## src/rtl/fva_pkg.sv

```systemverilog
// fva_pkg: shared types, constants and codes for the face-to-vertex averaging block
// used by fva_vertex_mem, fva_divider and face_to_vertex_average; no dependencies
package fva_pkg;

  // store geometry
  localparam int MAX_VERTICES = 4096;
  localparam int ADDR_W       = $clog2(MAX_VERTICES);
  localparam int SUM_W        = 48;
  localparam int CNT_W        = 16;
  localparam int VAL_W        = 32;
  localparam int IDX_W        = 16;
  localparam int VC_W         = 13;
  localparam int LIM_W        = 17;
  localparam int STEP_W       = $clog2(SUM_W);

  localparam logic [CNT_W-1:0] COUNT_LIMIT = {CNT_W{1'b1}};
  localparam logic [VC_W-1:0]  VCOUNT_RESET = VC_W'(4096);

  // stream payload widths
  localparam int S_TDATA_W = 96;
  localparam int M_TDATA_W = 48;

  // result status codes
  typedef enum logic [1:0] {
    ST_OK    = 2'd0,
    ST_RANGE = 2'd1,
    ST_SAT   = 2'd2
  } status_e;

  // top-level sequencer states
  typedef enum logic [2:0] {
    S_CLEAR,
    S_IDLE,
    S_ACC,
    S_RDATA,
    S_DIV,
    S_FINISH
  } fsm_e;

  // divider states
  typedef enum logic [1:0] {
    D_IDLE,
    D_ADD,
    D_ITER,
    D_NEG
  } div_fsm_e;

  // one vertex entry
  typedef struct packed {
    logic signed [SUM_W-1:0] sum;
    logic [CNT_W-1:0]        count;
  } entry_t;

  // divider request and response
  typedef struct packed {
    logic                    start;
    logic signed [SUM_W-1:0] sum;
    logic [CNT_W-1:0]        count;
  } div_req_t;

  typedef struct packed {
    logic                    done;
    logic signed [VAL_W-1:0] quotient;
  } div_rsp_t;

endpackage

```

## src/rtl/fva_divider.sv

```systemverilog
// fva_divider: serial restoring divider, signed sum over unsigned count,
// rounded to nearest with ties away from zero; one quotient bit per cycle; uses fva_pkg
module fva_divider (
  input  logic              clk_i,
  input  logic              rst_ni,
  input  fva_pkg::div_req_t req_i,
  output fva_pkg::div_rsp_t rsp_o
);

  fva_pkg::div_fsm_e                state_q, state_d;
  logic                             neg_q, neg_d;
  logic [fva_pkg::CNT_W-1:0]        div_q, div_d;
  logic [fva_pkg::SUM_W-1:0]        nq_q, nq_d;
  logic [fva_pkg::CNT_W-1:0]        rem_q, rem_d;
  logic [fva_pkg::STEP_W-1:0]       step_q, step_d;
  logic                             done_q, done_d;
  logic signed [fva_pkg::VAL_W-1:0] quo_q, quo_d;

  logic [fva_pkg::CNT_W:0] shifted;
  logic                    ge;

  // state register
  always_ff @(posedge clk_i or negedge rst_ni) begin
    if (!rst_ni) begin
      state_q <= fva_pkg::D_IDLE;
      done_q  <= 1'b0;
    end else begin
      state_q <= state_d;
      done_q  <= done_d;
    end
  end

  // datapath registers
  always_ff @(posedge clk_i) begin
    neg_q  <= neg_d;
    div_q  <= div_d;
    nq_q   <= nq_d;
    rem_q  <= rem_d;
    step_q <= step_d;
    quo_q  <= quo_d;
  end

  // one restoring step
  assign shifted = {rem_q, nq_q[fva_pkg::SUM_W-1]};
  assign ge      = (shifted >= {1'b0, div_q});

  // sequencer
  always_comb begin
    state_d = state_q;
    neg_d   = neg_q;
    div_d   = div_q;
    nq_d    = nq_q;
    rem_d   = rem_q;
    step_d  = step_q;
    quo_d   = quo_q;
    done_d  = 1'b0;
    case (state_q)
      fva_pkg::D_IDLE: begin
        if (req_i.start) begin
          neg_d   = req_i.sum[fva_pkg::SUM_W-1];
          nq_d    = req_i.sum[fva_pkg::SUM_W-1] ? -req_i.sum : req_i.sum;
          div_d   = req_i.count;
          state_d = fva_pkg::D_ADD;
        end
      end
      fva_pkg::D_ADD: begin
        // add half the divisor for round to nearest
        nq_d    = nq_q + fva_pkg::SUM_W'(div_q >> 1);
        rem_d   = '0;
        step_d  = '0;
        state_d = fva_pkg::D_ITER;
      end
      fva_pkg::D_ITER: begin
        rem_d  = ge ? fva_pkg::CNT_W'(shifted - {1'b0, div_q})
                    : shifted[fva_pkg::CNT_W-1:0];
        nq_d   = {nq_q[fva_pkg::SUM_W-2:0], ge};
        step_d = step_q + 1'b1;
        if (step_q == fva_pkg::STEP_W'(fva_pkg::SUM_W - 1)) begin
          state_d = fva_pkg::D_NEG;
        end
      end
      fva_pkg::D_NEG: begin
        quo_d   = neg_q ? -nq_q[fva_pkg::VAL_W-1:0] : nq_q[fva_pkg::VAL_W-1:0];
        done_d  = 1'b1;
        state_d = fva_pkg::D_IDLE;
      end
      default: begin
        state_d = fva_pkg::D_IDLE;
      end
    endcase
  end

  assign rsp_o.done     = done_q;
  assign rsp_o.quotient = quo_q;

endmodule

```

## config.mk

```make
export PLATFORM = sky130hd
export DESIGN_NAME = fva_divider
export DESIGN_NICKNAME = d
export VERILOG_FILES = /design/src/rtl/fva_pkg.sv /design/src/rtl/fva_divider.sv
export SDC_FILE = /design/constraint.sdc
export NUM_CORES = 1
export LEC_CHECK = 0
export ABC_CLOCK_PERIOD_IN_PS = 11150
export BUFFER_PORTS_ARGS = -buffer_cell sky130_fd_sc_hd__buf_4
export CORE_MARGIN = 3
export CORE_UTILIZATION = 60
export CTS_BUF_LIST = sky130_fd_sc_hd__clkbuf_2
export CTS_CLUSTER_DIAMETER = 100
export DETAILED_ROUTE_END_ITERATION = 16
export PLACE_DENSITY = 0.81
export SLEW_MARGIN = 20
export SYNTH_ARGS = -nofsm -noshare
export SYNTH_HDL_FRONTEND = slang
export SYNTH_SLANG_ARGS = --single-unit
```

## constraint.sdc

```tcl
create_clock -name clk_i -period 11.15 [get_ports clk_i]
set_input_delay 1.115 -clock clk_i [delete_from_list [all_inputs] [get_ports clk_i]]
set_output_delay 1.115 -clock clk_i [all_outputs]
set_load 0.01 [all_outputs]
```

==> impl_metrics.csv, run 1 <==
group,metric,value,unit
detailed_routing,wire_per_inst,19.3,microns
pwr,pwr-share-seq,59.1,%
yosys,synth_top_family_by_area,"compound AO/OA/AOI/OAI gates",
finish,nets,1101,
yosys,syn-num-nets,1034,
floorplan,coreArea,14200,sq um
yosys,synth_seq_cells,122,
pwr,peakVddDrop,73.3,uV
worst_setup_path,critPathMaxStageDelay,0.82,ns
timing,finalHoldViolations,0,
worst_setup_path,path_class,"reg2reg",
yosys,synth_compound_area_share,21.4,%
detailed_routing,firstDrtPassIters,7,
timing,relSlewSlack,30.6,%
pwr,clkPwrFrac,32.3,%
global_routing,grt_pass1_vias,7420,
global_routing,track_usage,28.5,%
floorplan,die_h,128,microns
floorplan,io_pins,100,
timing,fmax,264,MHz
yosys,synthXorXnorAreaFrac,10.8,%
finish,design_area,9970,sq um
worst_setup_path,path_cells,"ha_1 > inv_1 > fa_1 > nor2b_1 > o31a_1 > o221a_2 > o21ai_0 > o31a_1 > o2111ai_1 > nor3b_1",
place,port_buffers,99,
yosys,ys.flop_type,"edfxtp_1",
yosys,synth-simple-area-share,16.8,%
timing,fin_crit_sh,33.9,%
finish,drive_gt1_share,16.1,%
yosys,muxShareOfSynthArea,0.350,%
yosys,synth_edf_count,119,
clock_network,clock_path_buffers,2,
detailed_routing,postRouteAntennaNets,0,
finish,fin_util,70.2,%
pwr,comb_power_share,8.6,%
global_routing,grt_pass1_wl,37.2,mm
timing,drv_slew,0,
timing,setup_viol,0,
worst_setup_path,cp_slowest_cell,"o31a_1",
clock_network,clk_pin_slew_worst_paths,0.19,ns
pwr,netSwitchingFraction,24.6,%
place,place_area,9740,sq um
detailed_routing,drc,0,
yosys,postSynth.asyncResetShare,2.46,%
clock_network,worstSkewPairLatency,0.72,ns
clock_network,cts.sinks,122,
timing,rsz0062_at_grt,"false",
worst_setup_path,cp.required,11.62,ns
global_routing,grt_overflow,0,
place,gp_congestion,0.957,
floorplan,rows,43,
yosys,synth_cell_types,70,
clock_network,cts-root-buf,"clkbuf_2",
finish,fillers,1146,
worst_setup_path,cp-start-kind,"flip-flop",
yosys,ys_top_cells_by_area,"edfxtp_1, xnor2_1, ha_1, nand2_1, o21ai_0",
pwr,p_int,0.640,mW
worst_setup_path,worstPathMaxFanout,22,
worst_setup_path,crit_arrival,4.25,ns
detailed_routing,first_iter_violations,734,
clock_network,cts.repair.resized,0,
yosys,synth_top_area_share,40.0,%
worst_hold_path,hold_class,"in2async",
finish,multi_input_area,4940,sq um
place,dp_hpwl,16.3,mm
yosys,yosysWarnings,0,
worst_setup_path,endpoint_kind,"flip-flop",
floorplan,die_w,128,microns
timing,whs,0.166,ns
global_routing,antenna_found_initial,1,
timing,finClkSkew,0.0243,ns
pwr,p_leak,3.59,nW
clock_network,htreeDepth,4,
floorplan,start_util,63.0,%
pwr,power.density,85.2,nW/um^2
clock_network,hold_buffers,0,
yosys,synth_area_per_cell,9.65,sq um
yosys,synth_cells,927,
run_status,status,"complete, no violations",
timing,worstMarginPinSlew,1.04,ns
global_routing,grt_max_degree,70,
yosys,ys_seq_area_share,40.8,%
yosys,synth_adder_area_share,5.76,%
detailed_routing,wirelength,23.0,mm
yosys,yosysTopAreaCell,"edfxtp_1",
timing,fin_crit,3.78,ns
clock_network,cts_tree,"done",
finish,regArea,3650,sq um
pwr,fin_total_pwr,0.849,mW
timing,fin_tns_setup,0,ns
detailed_routing,vias_per_cell,6.58,
flow_run,maxCapViolations,0,
worst_setup_path,cp_common_cell,"o31a_1",
floorplan,dieArea,16400,sq um
finish,syn2layout_area_growth,11.5,%
detailed_routing,vias,7823,
yosys,syn-cell-area,8940,sq um
pwr,p_switching,0.209,mW
clock_network,post_cts_buffers,0,
clock_network,cts_buffers,17,
==> stage by stage <==
stage | setup slack (ns) | std cells
finish | 7.37 | 1189
CTS | 7.44 | 1187
detailed placement | 6.77 | 1155
global placement | 6.88 | 1155
global route | 7.11 | 1189
floorplan | 7.53 | 927
==> layout by cell type (no fill, tap or decap), drive strengths merged, types with 11 or more instances in the layout <==
master,synthesis,final
edfxtp,119,119
xor2,31,31
o41ai,20,20
nand3,51,51
a21oi,35,35
clkbuf,50,18
xnor2,79,79
nor2,42,42
clkinv,0,11
nand4,11,11
nand2,78,78
a22oi,17,17
a211oi,11,11
nor3,20,20
or3,15,15
inv,34,34
ha,38,38
o31ai,39,39
o21a,15,15
o221ai,14,14
o21ai,58,58
or4,18,18
buf,9,107
==> routing by layer <==
layer  routed length (microns)  part of all wire, %  global-route usage [%]
met4                       552                  2.4                    9.30
met2                     10700                   46                    45.6
met1                      9490                   41                    39.0
met3                      2290                  9.9                    5.79
met5                         0                    0                       0
==> layout make-up <==
cell class,count,area share [%]
Clock inverter,14,1.32
Timing Repair Buffer,107,8.06
Multi-Input combinational cell,712,49.5
Tap cell,180,2.26
Clock buffer,18,0.904
Sequential cell,122,36.6
Antenna cell,2,0.0502
Inverter,34,1.28
==> cells in the mapped netlist, drive strengths merged, types with 11 or more instances <==
cell	count
a211oi	11
a21oi	35
a22oi	17
clkbuf	50
edfxtp	119
ha	38
inv	34
nand2	78
nand3	51
nand4	11
nor2	42
nor3	20
o21a	15
o21ai	58
o221ai	14
o31ai	39
o41ai	20
or3	15
or4	18
xnor2	79
xor2	31
==> worst max-delay path: cells and delay by family, from the launching register on <==
family | cells | cell delay, ns
adder cells (fa/ha/maj) | 2 | 0.49
buffers and inverters | 1 | 0.08
AND/OR/NAND/NOR | 2 | 0.26
AO/OA/AOI/OAI | 5 | 2.16
flip-flops | 1 | 0.54
==> cell families after synthesis <==
group           count (synthesis)
buf+inv                        93
flops                         122
compound gates                266
fa+ha+maj                      40
mux                             3
simple gates                  293
xor+xnor                      110
==> worst paths after layout <==
path                                        start                      to  slack (ns)  depth (start not counted)
setup / recovery                nq_q[0]$_DFFE_PP_      nq_q[34]$_DFFE_PP_        7.37                         10
hold / removal                             rst_ni        done_q$_DFF_PN0_        0.17                          1
setup reg to reg                nq_q[0]$_DFFE_PP_      nq_q[34]$_DFFE_PP_        7.37                         10
hold reg to reg            state_q[1]$_DFFE_PN0P_  state_q[1]$_DFFE_PN0P_        0.57                          2
max in group asynchronous                  rst_ni  state_q[1]$_DFFE_PN0P_       10.90                          1
min in group clk_i                       req_i[5]      div_q[5]$_DFFE_PP_        0.56                          1
==> power groups by stage <==
stage | registers (mW) | clock network (mW) | logic [mW]
2_1_floorplan | 0.512 | 0 | 0.0380
3_3_place_gp | 0.512 | 0 | 0.0705
3_5_place_dp | 0.512 | 0 | 0.0721
4_1_cts | 0.502 | 0.279 | 0.0723
5_1_grt | 0.502 | 0.299 | 0.0802
6_report | 0.502 | 0.274 | 0.0729
==> registers in the layout, indices dropped and copies added (netlist names) <==
name	cells
quo_q	32
nq_q	48
rem_q	16
state_q	2
done_q	1
step_q	6
div_q	16
neg_q	1
No activity file was read; power rests on OpenSTA's default activity.
==> run 2, diff against run 1 <==
- ABC_AREA: default -> 1
- ABC_CLOCK_PERIOD_IN_PS: 11150 -> 3250
- CORE_UTILIZATION: 60 -> 57
- PLACE_DENSITY: 0.81 -> 0.8
- clock period: 11.15 -> 3.25 ns (I/O delays scaled with it)
==> impl_metrics.csv, run 2 <==
group,metric,value,unit
global_routing,antenna_found_initial,2,
floorplan,die_w,143,microns
detailed_routing,first_iter_violations,981,
pwr,p_switching,3.07,mW
detailed_routing,drc,0,
clock_network,cts.sinks,122,
clock_network,cts_tree,"done",
worst_setup_path,cp_slowest_cell,"edfxtp_1",
finish,syn2layout_area_growth,13.2,%
worst_setup_path,crit_family,"simple AND/OR/NAND/NOR gates",
worst_setup_path,path_cells,"ha_1 > inv_1 > fa_1 > inv_1 > nand3_1 > nand3_1 > nand3_1 > nand3_1 > nand2_1 > nand2_1 > nand2_1 > nand2_1 > nand3_1 > a21oi_1",
finish,largest_register,"nq_q",
pwr,power.density,531,nW/um^2
pwr,comb_power_share,46.3,%
timing,finalHoldViolations,0,
detailed_routing,firstDrtPassIters,6,
clock_network,clk_pin_slew_worst_paths,0.21,ns
pwr,clkPwrFrac,16.3,%
worst_setup_path,crit_arrival,3.26,ns
worst_setup_path,cp_common_cell,"nand3_1",
finish,nets,1793,
yosys,ys.flop_type,"edfxtp_1",
place,port_buffers,99,
detailed_routing,postRouteAntennaNets,0,
detailed_routing,wirelength,33.5,mm
global_routing,track_usage,32.6,%
yosys,syn-num-nets,1681,
clock_network,clock_path_buffers,2,
flow_run,maxCapViolations,0,
floorplan,dieArea,20500,sq um
worst_setup_path,endpoint_kind,"flip-flop",
worst_setup_path,critPathMaxStageDelay,0.51,ns
detailed_routing,vias,10900,
floorplan,die_h,143,microns
yosys,synth.most_common_cell,"nand2_1",
yosys,ys_top_cells_by_area,"edfxtp_1, nand2_1, inv_1, nor2_1, nand3_1",
yosys,synth_area_per_cell,6.83,sq um
finish,mostFrequentLayoutCell,"nand2_1",
finish,largest_reg_flops,48,
timing,setup_viol,0,
timing,whs,0.0361,ns
finish,final_cell_mix,"nand2_1, inv_1, nor2_1",
detailed_routing,vias_per_cell,5.66,
timing,drv_slew,0,
floorplan,coreArea,18200,sq um
finish,fin_util,66.8,%
yosys,synth_cell_types,55,
yosys,yosysTopAreaCell,"edfxtp_1",
yosys,syn-cell-area,10700,sq um
yosys,yosysWarnings,0,
clock_network,post_cts_buffers,0,
floorplan,io_pins,100,
pwr,p_int,3.38,mW
timing,fin_tns_setup,0,ns
floorplan,rows,49,
pwr,p_leak,5.69,nW
finish,drive_gt1_share,11.5,%
timing,fin_crit,2.69,ns
place,gp_congestion,1.00,
global_routing,grt_pass1_wl,52.0,mm
yosys,ys_seq_area_share,34.0,%
finish,largestRegisters,"nq_q (48), quo_q (32)",
yosys,synth_seq_cells,122,
clock_network,htreeDepth,4,
pwr,peakVddDrop,244,uV
yosys,synth_cells,1574,
timing,fmax,371,MHz
timing,rsz0062_at_grt,"false",
worst_hold_path,hold_class,"in2reg",
worst_setup_path,crit_buf_inv,2,
timing,relSlewSlack,42.5,%
finish,fillers,1667,
detailed_routing,wire_per_inst,17.4,microns
clock_network,worstSkewPairLatency,0.74,ns
worst_setup_path,worstPathMaxFanout,5,
run_status,status,"complete, no violations",
global_routing,grt_overflow,0,
pwr,pwr-share-seq,37.3,%
worst_setup_path,path_class,"reg2reg",
timing,finClkSkew,0.0490,ns
place,dp_hpwl,25.9,mm
yosys,yosys-top-cells-count,"nand2_1, inv_1, nor2_1",
worst_setup_path,cp-start-kind,"flip-flop",
global_routing,grt_max_degree,61,
timing,worstMarginPinSlew,0.862,ns
pwr,netSwitchingFraction,47.6,%
clock_network,cts_buffers,17,
floorplan,start_util,59.0,%
worst_setup_path,cp.required,3.82,ns
yosys,synth_top_area_share,33.3,%
yosys,synth_edf_count,119,
timing,fin_crit_sh,82.8,%
yosys,postSynth.asyncResetShare,2.46,%
clock_network,cts-root-buf,"clkbuf_2",
global_routing,grt_pass1_vias,10000,
-- run 2: path summary, 6_finish.rpt --
check	start	end	slack, ns	cells past startpoint
setup / recovery	nq_q[0]$_DFFE_PP_	nq_q[36]$_DFFE_PP_	0.56	14
hold / removal	req_i[31]	nq_q[15]$_DFFE_PP_	0.04	4
setup reg to reg	nq_q[0]$_DFFE_PP_	nq_q[36]$_DFFE_PP_	0.56	14
hold reg to reg	state_q[1]$_DFFE_PN0P_	state_q[1]$_DFFE_PN0P_	0.61	2
max in group asynchronous	rst_ni	done_q$_DFF_PN0_	2.67	3
min in group asynchronous	rst_ni	state_q[0]$_DFFE_PN0P_	0.43	3
-- run 2: cell families (layout without fill, tap and decap cells) --
kind of cell	count (synthesis)	after routing	share of synthesized area, %
AND/OR/NAND/NOR	873	873	35.0
buffers and inverters	264	389	9.88
AO/OA/AOI/OAI	222	222	12.0
flip-flops	122	122	34.0
XOR/XNOR	53	53	4.39
adder cells (fa/ha/maj)	40	40	4.80
other	0	1	0
-- run 2: stage by stage --
stage,instance area (sq um),cells,power (mW),setup slack (ns)
final,12200,1929,6.46,0.558
after global routing,12200,1929,6.85,0.306
after CTS,12200,1928,6.35,0.607
after detailed placement,11600,1868,5.29,0.633
after global placement,11600,1868,5.25,0.697
after floorplan,10800,1574,4.52,0.263
-- run 2: area by class of cell --
cell class / instances / area [sq um] / area share (%)
inverter: 220 / 831 / 6.83
tap: 229 / 287 / 2.36
sequential: 122 / 3650 / 30.0
clock inverter: 15 / 164 / 1.35
antenna: 1 / 2.50 / 0.0206
timing repair buffer: 137 / 1100 / 9.03
multi-input combinational: 1188 / 6050 / 49.7
clock buffer: 17 / 85.1 / 0.699
-- run 2: power groups by stage --
stage / clock (mW) / combinational, mW / sequential [mW]
3_3_place_gp: 0 / 2.83 / 2.42
6_report: 1.06 / 2.99 / 2.41
5_1_grt: 1.11 / 3.31 / 2.43
3_5_place_dp: 0 / 2.86 / 2.43
2_1_floorplan: 0 / 2.30 / 2.22
4_1_cts: 1.06 / 2.90 / 2.39
-- run 2: worst register-to-register path, delay by kind of cell, from the launching register on --
family,cells,cell delay (ns)
buffers and inverters,2,0.22
DFF,1,0.51
adders and majority gates,2,0.64
and+or+nand+nor,9,1.02
AOI/OAI and AO/OA,1,0.17
-- run 2: routing by layer --
metal	share of wire, %	routed length [microns]	track usage [%]	up-vias
met4	1.8	598	8.47	2
met3	11	3820	7.89	45
met1	44	14700	46.6	4910
met5	0.024	8	0	-
met2	43	14300	50.0	588
li1	-	-	-	5380
-- run 2: repair_timing --
item	CTS	global route
hold buffers	28	0
resized for setup	0	0
setup endpoints to repair	0	0
hold endpoints to repair	30	0
